File: config.mk
export PLATFORM = sky130hd
export DESIGN_NAME = can_bit_timing_search_unit
export DESIGN_NICKNAME = d
export VERILOG_FILES = /design/src/rtl/can_bts_pkg.sv /design/src/rtl/can_bts_div.sv /design/src/rtl/can_bit_timing_search_unit.sv
export SDC_FILE = /design/constraint.sdc
export NUM_CORES = 1
export LEC_CHECK = 0
export BUFFER_PORTS_ARGS = -buffer_cell sky130_fd_sc_hd__buf_4
export CORE_MARGIN = 1.5
export CORE_UTILIZATION = 49
export CTS_CLUSTER_SIZE = 20
export DETAILED_ROUTE_END_ITERATION = 10
export PLACE_DENSITY = 0.69
export SLEW_MARGIN = 10
export SYNTH_ARGS = -nofsm -noshare
export SYNTH_HDL_FRONTEND = slang
export SYNTH_SLANG_ARGS = --single-unit
File: constraint.sdc
create_clock -name clock -period 5.05 [get_ports clock]
set_input_delay 0.505 -clock clock [delete_from_list [all_inputs] [get_ports clock]]
set_output_delay 0.505 -clock clock [all_outputs]
set_load 0.02 [all_outputs]
File: src/rtl/can_bts_pkg.sv
package can_bts_pkg;

   localparam int MAX_SEG_ONE  = 15;
   localparam int MAX_SEG_TWO  = 7;
   localparam int MAX_PRESCALE = 64;

   localparam int OSC_W   = 26;
   localparam int RATE_W  = 20;
   localparam int SP_W    = 7;
   localparam int DIV_W   = OSC_W - 1;
   localparam int DIV_CNT_W = $clog2(DIV_W);
   localparam int TT_W    = 6;
   localparam int SEG_W   = 5;
   localparam int PRE_W   = 7;
   localparam int ERR_W   = DIV_W;
   localparam int TEN_W   = ERR_W + 4;

   localparam int T_FIRST = 4;
   localparam int T_LAST  = (MAX_SEG_ONE + MAX_SEG_TWO + 2) * 2 + 1;
   localparam int PERCENT = 100;
   localparam int ERR_RATIO = 10;

   localparam logic [OSC_W-1:0] OSC_RESET = OSC_W'(16000000);

   localparam int CSR_ADDR_W = 3;
   localparam int CSR_DATA_W = 32;

   typedef enum logic {
      CSR_OSCILLATOR = 1'b0,
      CSR_UNUSED     = 1'b1
   } csr_index_type;

   typedef enum logic [3:0] {
      ST_IDLE,
      ST_QUOT_START,
      ST_QUOT_WAIT,
      ST_GOT_START,
      ST_GOT_WAIT,
      ST_NEXT,
      ST_SPLIT_START,
      ST_SPLIT_WAIT,
      ST_DONE
   } state_type;

   typedef struct packed {
      logic             start;
      logic [DIV_W-1:0] dividend;
      logic [DIV_W-1:0] divisor;
   } div_req_type;

   typedef struct packed {
      logic             done;
      logic [DIV_W-1:0] quotient;
   } div_rsp_type;

endpackage

File: src/rtl/can_bts_div.sv
module can_bts_div (
   input  logic                     clock,
   input  logic                     reset,
   input  can_bts_pkg::div_req_type div_req,
   output can_bts_pkg::div_rsp_type div_rsp
);
   import can_bts_pkg::*;

   logic                 busy_ff;
   logic                 done_ff;
   logic [DIV_CNT_W-1:0] cnt_ff;
   logic [DIV_W-1:0]     rem_ff;
   logic [DIV_W-1:0]     dvd_ff;
   logic [DIV_W-1:0]     divisor_ff;
   logic [DIV_W:0]       trial;
   logic [DIV_W:0]       diff;
   logic                 fits;

   // One quotient bit per cycle; the dividend register fills with quotient bits.
   always_comb begin
      trial = {rem_ff, dvd_ff[DIV_W-1]};
      diff  = trial - {1'b0, divisor_ff};
      fits  = trial >= {1'b0, divisor_ff};
   end

   always_ff @(posedge clock) begin
      if (reset) begin
         busy_ff <= 1'b0;
         done_ff <= 1'b0;
         cnt_ff  <= '0;
      end else begin
         done_ff <= 1'b0;
         if (div_req.start) begin
            busy_ff <= 1'b1;
            cnt_ff  <= '0;
         end else if (busy_ff) begin
            cnt_ff <= cnt_ff + 1'b1;
            if (cnt_ff == DIV_CNT_W'(DIV_W - 1)) begin
               busy_ff <= 1'b0;
               done_ff <= 1'b1;
            end
         end
      end
   end

   always_ff @(posedge clock) begin
      if (div_req.start) begin
         rem_ff     <= '0;
         dvd_ff     <= div_req.dividend;
         divisor_ff <= div_req.divisor;
      end else if (busy_ff) begin
         rem_ff <= fits ? diff[DIV_W-1:0] : trial[DIV_W-1:0];
         dvd_ff <= {dvd_ff[DIV_W-2:0], fits};
      end
   end

   assign div_rsp.done     = done_ff;
   assign div_rsp.quotient = dvd_ff;

endmodule

File: src/rtl/can_bit_timing_search_unit.sv
// A request with a zero bit rate goes straight to the done state; any other request is searched
// with the bit-serial divider: 46 candidates of one or two divisions each (each division has a
// start state, 25 quotient bits and a done strobe), plus one more division for the segment
// split unless the search failed.
// One request is handled at a time; the next is taken once the result is registered.
// Reset is synchronous and active high; it restores the oscillator setting to 16 MHz.
module can_bit_timing_search_unit (
   input  logic                                   clock,
   input  logic                                   reset,
   input  logic                                   req_valid,
   output logic                                   req_ready,
   input  logic [can_bts_pkg::RATE_W-1:0]         req_bit_rate,
   input  logic [1:0]                             req_jump_width,
   input  logic [can_bts_pkg::SP_W-1:0]           req_sample_point_percent,
   input  logic                                   req_triple_sample,
   output logic                                   rsp_valid,
   input  logic                                   rsp_ready,
   output logic [7:0]                             rsp_timing_byte0,
   output logic [7:0]                             rsp_timing_byte1,
   output logic                                   rsp_status,
   input  logic                                   csr_psel,
   input  logic                                   csr_penable,
   input  logic                                   csr_pwrite,
   input  logic [can_bts_pkg::CSR_ADDR_W-1:0]     csr_paddr,
   input  logic [can_bts_pkg::CSR_DATA_W-1:0]     csr_pwdata,
   output logic [can_bts_pkg::CSR_DATA_W-1:0]     csr_prdata,
   output logic                                   csr_pready
);
   import can_bts_pkg::*;

   state_type state_ff, state_in;

   logic [OSC_W-1:0]  osc_ff;
   logic [RATE_W-1:0] rate_ff;
   logic [1:0]        sjw_ff;
   logic [SP_W-1:0]   sp_ff;
   logic              tri_ff;
   logic [TT_W-1:0]   t_ff;
   logic [DIV_W-1:0]  nr_ff;
   logic [PRE_W-1:0]  p_ff;
   logic              found_ff;
   logic [ERR_W-1:0]  best_err_ff;
   logic [SEG_W-1:0]  best_t_ff;
   logic [5:0]        best_p_ff;
   logic [SEG_W-1:0]  q100_ff;
   logic              rsp_valid_ff;
   logic [7:0]        byte0_ff;
   logic [7:0]        byte1_ff;
   logic              status_ff;

   div_req_type div_req;
   div_rsp_type div_rsp;

   logic [DIV_W-1:0]  clk_half;
   logic [SEG_W-1:0]  n;
   logic [DIV_W-1:0]  p_full;
   logic              p_ok;
   logic [DIV_W-1:0]  rate_ext;
   logic [ERR_W-1:0]  err;
   logic              better;
   logic [TEN_W-1:0]  ten_err;
   logic              fail;
   logic              last;
   logic [11:0]       pn;
   logic [11:0]       spt;
   logic              csr_write;

   logic signed [6:0] tt, qq, s2a, seg2a, s1a, seg1, seg2, s2b;
   logic [7:0]        byte0, byte1;

   logic              do_accept, do_take_p, do_take_best, do_step, do_take_q, do_out;

   can_bts_div u_div (
      .clock   (clock),
      .reset   (reset),
      .div_req (div_req),
      .div_rsp (div_rsp)
   );

   // Configuration register.
   assign csr_write  = csr_psel && csr_penable && csr_pwrite && csr_pready;
   assign csr_pready = 1'b1;
   assign csr_prdata = (csr_index_type'(csr_paddr[2]) == CSR_OSCILLATOR) ?
                       CSR_DATA_W'(osc_ff) : '0;

   always_ff @(posedge clock) begin
      if (reset) begin
         osc_ff <= OSC_RESET;
      end else if (csr_write && csr_index_type'(csr_paddr[2]) == CSR_OSCILLATOR) begin
         osc_ff <= csr_pwdata[OSC_W-1:0];
      end
   end

   // Candidate arithmetic.
   always_comb begin
      clk_half = osc_ff[OSC_W-1:1];
      n        = t_ff[TT_W-1:1] + SEG_W'(1);
      p_full   = div_rsp.quotient + DIV_W'(t_ff[0]);
      p_ok     = (p_full != '0) && (p_full <= DIV_W'(MAX_PRESCALE));
      rate_ext = DIV_W'(rate_ff);
      err      = (rate_ext >= div_rsp.quotient) ? rate_ext - div_rsp.quotient
                                                : div_rsp.quotient - rate_ext;
      better   = !found_ff || (err <= best_err_ff);
      ten_err  = TEN_W'({best_err_ff, 3'b000}) + TEN_W'({best_err_ff, 1'b0});
      // floor(rate / err) < 10 is the same as rate < 10 * err.
      fail     = !found_ff || ((best_err_ff != '0) && (TEN_W'(rate_ff) < ten_err));
      last     = t_ff == TT_W'(T_LAST);
      pn       = 12'(p_ff) * 12'(n);
      spt      = 12'(sp_ff) * 12'(best_t_ff + SEG_W'(1));
   end

   // Segment split and byte packing.
   always_comb begin
      tt  = {2'b00, best_t_ff};
      qq  = {2'b00, q100_ff};
      s2a = tt - qq;
      if (s2a < 7'sd0) begin
         seg2a = 7'sd0;
      end else if (s2a > 7'(MAX_SEG_TWO)) begin
         seg2a = 7'(MAX_SEG_TWO);
      end else begin
         seg2a = s2a;
      end
      s1a = tt - seg2a - 7'sd2;
      s2b = tt - 7'(MAX_SEG_ONE) - 7'sd2;
      seg1 = (s1a < 7'sd0) ? 7'sd0 : s1a;
      seg2 = seg2a;
      if (seg1 > 7'(MAX_SEG_ONE)) begin
         seg1 = 7'(MAX_SEG_ONE);
         if (s2b < 7'sd0) begin
            seg2 = 7'sd0;
         end else if (s2b > 7'(MAX_SEG_TWO)) begin
            seg2 = 7'(MAX_SEG_TWO);
         end else begin
            seg2 = s2b;
         end
      end
      byte0 = fail ? 8'h00 : {sjw_ff, best_p_ff};
      byte1 = fail ? 8'h00 : {tri_ff, seg2[2:0], seg1[3:0]};
   end

   // Next state.
   always_comb begin
      state_in = state_ff;
      unique case (state_ff)
         ST_IDLE: begin
            if (req_valid) begin
               state_in = (req_bit_rate == '0) ? ST_DONE : ST_QUOT_START;
            end
         end
         ST_QUOT_START: state_in = ST_QUOT_WAIT;
         ST_QUOT_WAIT: begin
            if (div_rsp.done) begin
               state_in = p_ok ? ST_GOT_START : ST_NEXT;
            end
         end
         ST_GOT_START: state_in = ST_GOT_WAIT;
         ST_GOT_WAIT: begin
            if (div_rsp.done) begin
               state_in = ST_NEXT;
            end
         end
         ST_NEXT: begin
            if (!last) begin
               state_in = ST_QUOT_START;
            end else begin
               state_in = fail ? ST_DONE : ST_SPLIT_START;
            end
         end
         ST_SPLIT_START: state_in = ST_SPLIT_WAIT;
         ST_SPLIT_WAIT: begin
            if (div_rsp.done) begin
               state_in = ST_DONE;
            end
         end
         ST_DONE: begin
            if (!rsp_valid_ff || rsp_ready) begin
               state_in = ST_IDLE;
            end
         end
         default: state_in = ST_IDLE;
      endcase
   end

   // State outputs.
   always_comb begin
      req_ready        = 1'b0;
      div_req.start    = 1'b0;
      div_req.dividend = clk_half;
      div_req.divisor  = nr_ff;
      do_take_p        = 1'b0;
      do_take_best     = 1'b0;
      do_step          = 1'b0;
      do_take_q        = 1'b0;
      do_out           = 1'b0;
      unique case (state_ff)
         ST_IDLE:        req_ready = 1'b1;
         ST_QUOT_START:  div_req.start = 1'b1;
         ST_QUOT_WAIT:   do_take_p = div_rsp.done && p_ok;
         ST_GOT_START: begin
            div_req.start   = 1'b1;
            div_req.divisor = DIV_W'(pn);
         end
         ST_GOT_WAIT:    do_take_best = div_rsp.done && better;
         ST_NEXT:        do_step = !last;
         ST_SPLIT_START: begin
            div_req.start    = 1'b1;
            div_req.dividend = DIV_W'(spt);
            div_req.divisor  = DIV_W'(PERCENT);
         end
         ST_SPLIT_WAIT:  do_take_q = div_rsp.done;
         ST_DONE:        do_out = !rsp_valid_ff || rsp_ready;
         default: begin
         end
      endcase
   end

   assign do_accept = req_valid && req_ready;

   always_ff @(posedge clock) begin
      if (reset) begin
         state_ff     <= ST_IDLE;
         rsp_valid_ff <= 1'b0;
      end else begin
         state_ff <= state_in;
         if (do_out) begin
            rsp_valid_ff <= 1'b1;
         end else if (rsp_ready) begin
            rsp_valid_ff <= 1'b0;
         end
      end
   end

   always_ff @(posedge clock) begin
      if (do_accept) begin
         rate_ff  <= req_bit_rate;
         sjw_ff   <= req_jump_width;
         sp_ff    <= req_sample_point_percent;
         tri_ff   <= req_triple_sample;
         t_ff     <= TT_W'(T_FIRST);
         nr_ff    <= DIV_W'({req_bit_rate, 1'b0}) + DIV_W'(req_bit_rate);
         found_ff <= 1'b0;
      end
      if (do_take_p) begin
         p_ff <= p_full[PRE_W-1:0];
      end
      if (do_take_best) begin
         found_ff    <= 1'b1;
         best_err_ff <= err;
         best_t_ff   <= t_ff[TT_W-1:1];
         best_p_ff   <= 6'(p_ff - PRE_W'(1));
      end
      if (do_step) begin
         t_ff <= t_ff + TT_W'(1);
         // Quanta per bit grow by one when the doubled length goes from odd to even.
         if (t_ff[0]) begin
            nr_ff <= nr_ff + rate_ext;
         end
      end
      if (do_take_q) begin
         q100_ff <= div_rsp.quotient[SEG_W-1:0];
      end
      if (do_out) begin
         byte0_ff  <= byte0;
         byte1_ff  <= byte1;
         status_ff <= fail;
      end
   end

   assign rsp_valid        = rsp_valid_ff;
   assign rsp_timing_byte0 = byte0_ff;
   assign rsp_timing_byte1 = byte1_ff;
   assign rsp_status       = status_ff;

   a_done_in_wait: assert property (@(posedge clock) disable iff (reset)
      div_rsp.done |-> (state_ff == ST_QUOT_WAIT || state_ff == ST_GOT_WAIT ||
                        state_ff == ST_SPLIT_WAIT))
      else $error("divider finished outside a wait state");

   a_t_range: assert property (@(posedge clock) disable iff (reset)
      state_ff == ST_QUOT_START |-> (t_ff >= TT_W'(T_FIRST) && t_ff <= TT_W'(T_LAST)))
      else $error("candidate length out of range");

   a_nr_track: assert property (@(posedge clock) disable iff (reset)
      state_ff == ST_QUOT_START |-> nr_ff == DIV_W'(rate_ff) * DIV_W'(n))
      else $error("rate product does not match quanta count");

   a_best_range: assert property (@(posedge clock) disable iff (reset)
      (state_ff == ST_SPLIT_START) |-> (found_ff && best_t_ff >= SEG_W'(2)))
      else $error("segment split started without a valid candidate");

endmodule
==> flow_summary.ini <==
[cells_and_area]
finalInstanceArea_mm2 = 0.0244
area.growth.synth_to_final_pct = 18.4
design.final.nets = 2959
post-route-util = 0.592
layout-drive-gt1-share = 0.159

[sta]
final_critical_path_setup_slack_ns = 0.00534
timing.setup.tns_ns = 0
unrepaired_setup_endpoints_after_global_routing = yes
fmaxAchievable_ghz = 0.198
timing.clock.skew_ns = 0.0306
timing.final.hold_violations = 0
period_share = 0.999
tightestPinTransition_ns = 1.21
timing.max_slew.rel_slack = 0.190
worst_hold_slack_ns = 0.0776
final_worst_path_period_need_ns = 5.04
setup_violations = 0
final_max_slew_viol_count = 0

[logic_synthesis]
yosys.cell_count.top_type = sky130_fd_sc_hd__nand2_1
yosys_warnings = 0
syn_area_mm2 = 0.0206
synth_xor_xnor_area_share = 0.0582
simple_logic_cell_fraction_of_the_synthesized_area = 0.176
netlist_top_cells_area = sky130_fd_sc_hd__edfxtp_1 (22%), sky130_fd_sc_hd__ha_1 (15%), sky130_fd_sc_hd__dfxtp_1 (8.6%)
ys.flop_type = sky130_fd_sc_hd__edfxtp_1
muxShareOfSynthArea = 0.0129
ys_types = 91
edff_count_synth = 151
ys_top_cells_by_count = sky130_fd_sc_hd__nand2_1 (279), sky130_fd_sc_hd__ha_1 (248), sky130_fd_sc_hd__inv_1 (238)
netlist_instances = 2383
synth-seq-area-share = 0.306
synth.largest_area_cell = sky130_fd_sc_hd__edfxtp_1
post_synth_fa_ha_maj_area_fraction = 0.192
post_synth.cell_area_avg_um2 = 8.65
synth.ff_latch_count = 240
synth.top_cell.area_share = 0.220
synthArstFlopShare = 0
share_of_the_synthesized_area_in_compound_gates_ao_oa_aoi_oai = 0.191
synth_top_family_by_area = adder cells

[hold_path]
worstHoldPathType = primary input to register

[floorplan]
ios = 124
die_height_um = 208
rows = 74
floorplan.core_area_mm2 = 0.0412
design.die.area_mm2 = 0.0433
start_util = 0.500
chipWidth_um = 208

[clock_tree]
cts.hold.buffers_added = 0
ctsRootBufferMaster = sky130_fd_sc_hd__clkbuf_16
cts_buffers = 30
cts_buffer_depth = 3
worstSkewPairLatency_ns = 0.61
cts_num_sinks = 240
clkSlewWorstSetupHoldPaths_ns = 0.06
h-tree-depth = 1
cts_tree = built

[placed_design]
placement.setup.worst_slack_ns = -0.125
buffer_ports.inserted = 108
place.gp.congestion = 0.951
place_hpwl_um = 45000
placed_area_mm2 = 0.0228

[worst_setup_path]
cp_endpoint_kind = register
setup.worst_path.start_class = register
critical_path_class = register to register
worstPathRequired_ns = 5.35
timing.critical_path.fanout_max = 6
worst-endpoint-arrival_ns = 5.34

[routing]
post_drt_wl_per_cell_um = 18.4
drc = 0
number_of_drc_violations_after_detailed_routing_iteration_0 = 1518
detail_route.first_pass.iterations = 6
routed_via_density = 5.75
wl_um = 58000
num_vias = 18100
ant_nets = 0

[pwr]
power.static_leakage_nw = 10.8
p_per_area_mw_per_mm2 = 479
ir_drop_v = 0.000267

[flow_run]
drv.max_cap_violation_count = 0

[global_routing]
grt_overflow_total = 0
antenna_found_initial = 2
track_usage = 0.260
grt_start_max_net_pins = 51
grt_first_pass_wirelength_um = 91000
number_of_global_route_vias_before_repair = 17400

[run_status]
outcome = finished, final reports clean
-- metrics by stage --
stage          std cells  power (mW)
3_3_place_gp        3077        9.00
3_5_place_dp        3077        9.14
4_1_cts             3134        11.4
2_1_floorplan       2390        7.21
6_report            3153        11.7
5_1_grt             3153        12.6
-- per-layer routing --
metal | GRT usage | part of all wire | up-vias
met4 | 0.119 | 0.047 | 0
li1 | - | - | 8857
met3 | 0.0367 | 0.054 | 124
met2 | 0.420 | 0.45 | 550
met5 | 0 | 0 | -
met1 | 0.346 | 0.45 | 8585
-- what timing repair did --
item	in CTS	in global routing
endpoints found under the setup margin	36	58
pin swaps	1	23
gates resized for setup	3	84
gates cloned	0	3
buffers inserted	1	16
-- critical path, stage by stage (launching register included) --
cell	delay, ns
sky130_fd_sc_hd__edfxtp_1	0.44
sky130_fd_sc_hd__ha_4	0.30
sky130_fd_sc_hd__nand4_1	0.15
sky130_fd_sc_hd__or4_4	0.49
sky130_fd_sc_hd__o22ai_4	0.14
sky130_fd_sc_hd__buf_6	0.13
sky130_fd_sc_hd__a2111oi_4	0.05
sky130_fd_sc_hd__nor2_4	0.21
sky130_fd_sc_hd__mux2_2	0.37
sky130_fd_sc_hd__o21ai_2	0.16
sky130_fd_sc_hd__a21oi_2	0.11
sky130_fd_sc_hd__buf_4	0.14
sky130_fd_sc_hd__buf_4	0.13
sky130_fd_sc_hd__o41ai_2	0.27
sky130_fd_sc_hd__xnor2_1	0.17
sky130_fd_sc_hd__ha_1	0.32
sky130_fd_sc_hd__nand4_1	0.15
sky130_fd_sc_hd__nor3_2	0.23
sky130_fd_sc_hd__nand2_1	0.09
sky130_fd_sc_hd__a21oi_2	0.20
sky130_fd_sc_hd__a31o_4	0.27
sky130_fd_sc_hd__clkbuf_16	0.21
-- cells in the final DEF, fill, tap and decap left out, drive strengths merged, types with 9 or more instances in the layout --
| cell type | count |
|---|---|
| a211oi | 30 |
| a21o | 56 |
| a21oi | 203 |
| a22oi | 11 |
| a31oi | 26 |
| and2 | 38 |
| and3 | 22 |
| and4 | 9 |
| buf | 267 |
| clkbuf | 51 |
| conb | 9 |
| dfxtp | 89 |
| edfxtp | 151 |
| fa | 43 |
| ha | 248 |
| inv | 239 |
| mux2i | 21 |
| nand2 | 279 |
| nand2b | 20 |
| nand3 | 62 |
| nand3b | 10 |
| nand4 | 36 |
| nor2 | 104 |
| nor2b | 64 |
| nor3 | 41 |
| nor4 | 14 |
| o211ai | 12 |
| o21a | 22 |
| o21ai | 142 |
| o21bai | 34 |
| o22ai | 10 |
| o31ai | 9 |
| xnor2 | 81 |
| xor2 | 56 |
-- cells by family (layout without fill, tap and decap cells) --
logic type      count (synthesis)  in the layout
simple gates                  732            732
fa+ha+maj                     291            291
other cells                     2             10
buf+inv                       334            564
mux                            26             26
compound gates                621            621
xor+xnor                      137            137
flops                         240            240
-- final cells by class --
cell class | instances | area, um^2
fillers | 3575 | 16800
multi-input cells | 1816 | 13400
flip-flops and latches | 240 | 6320
repair buffers | 269 | 2110
clock buffers | 49 | 945
inverters | 239 | 897
well taps | 532 | 666
clock inverters | 7 | 58.8
diodes | 1 | 2.50
-- state kept, by name, indices dropped and copies added, names as in the netlist, 6 cells and up --
name / count
osc_ff: 26
best_err_ff: 25
nr_ff: 25
u_div.divisor_ff: 25
u_div.dvd_ff: 25
u_div.rem_ff: 25
rate_ff: 20
rsp_timing_byte0: 8
rsp_timing_byte1: 8
p_ff: 7
sp_ff: 7
best_p_ff: 6
t_ff: 6
-- worst paths after layout --
path	start	end	slack, ns	cells after the start
max	u_div.dvd_ff[0]	best_err_ff[12]	0.005	21
min	req_sample_point_percent[5]	sp_ff[5]	0.08	1
max reg2reg	u_div.dvd_ff[0]	best_err_ff[12]	0.005	21
min reg2reg	osc_ff[0]	osc_ff[0]	0.45	2
-- where the power goes --
group | internal [mW] | switching [mW] | leakage (nW)
Combinational | 2.86 | 3.67 | 8.16
Clock | 1.27 | 0.893 | 0.493
Sequential | 2.64 | 0.351 | 2.12
(Power assumes the default switching activity.)
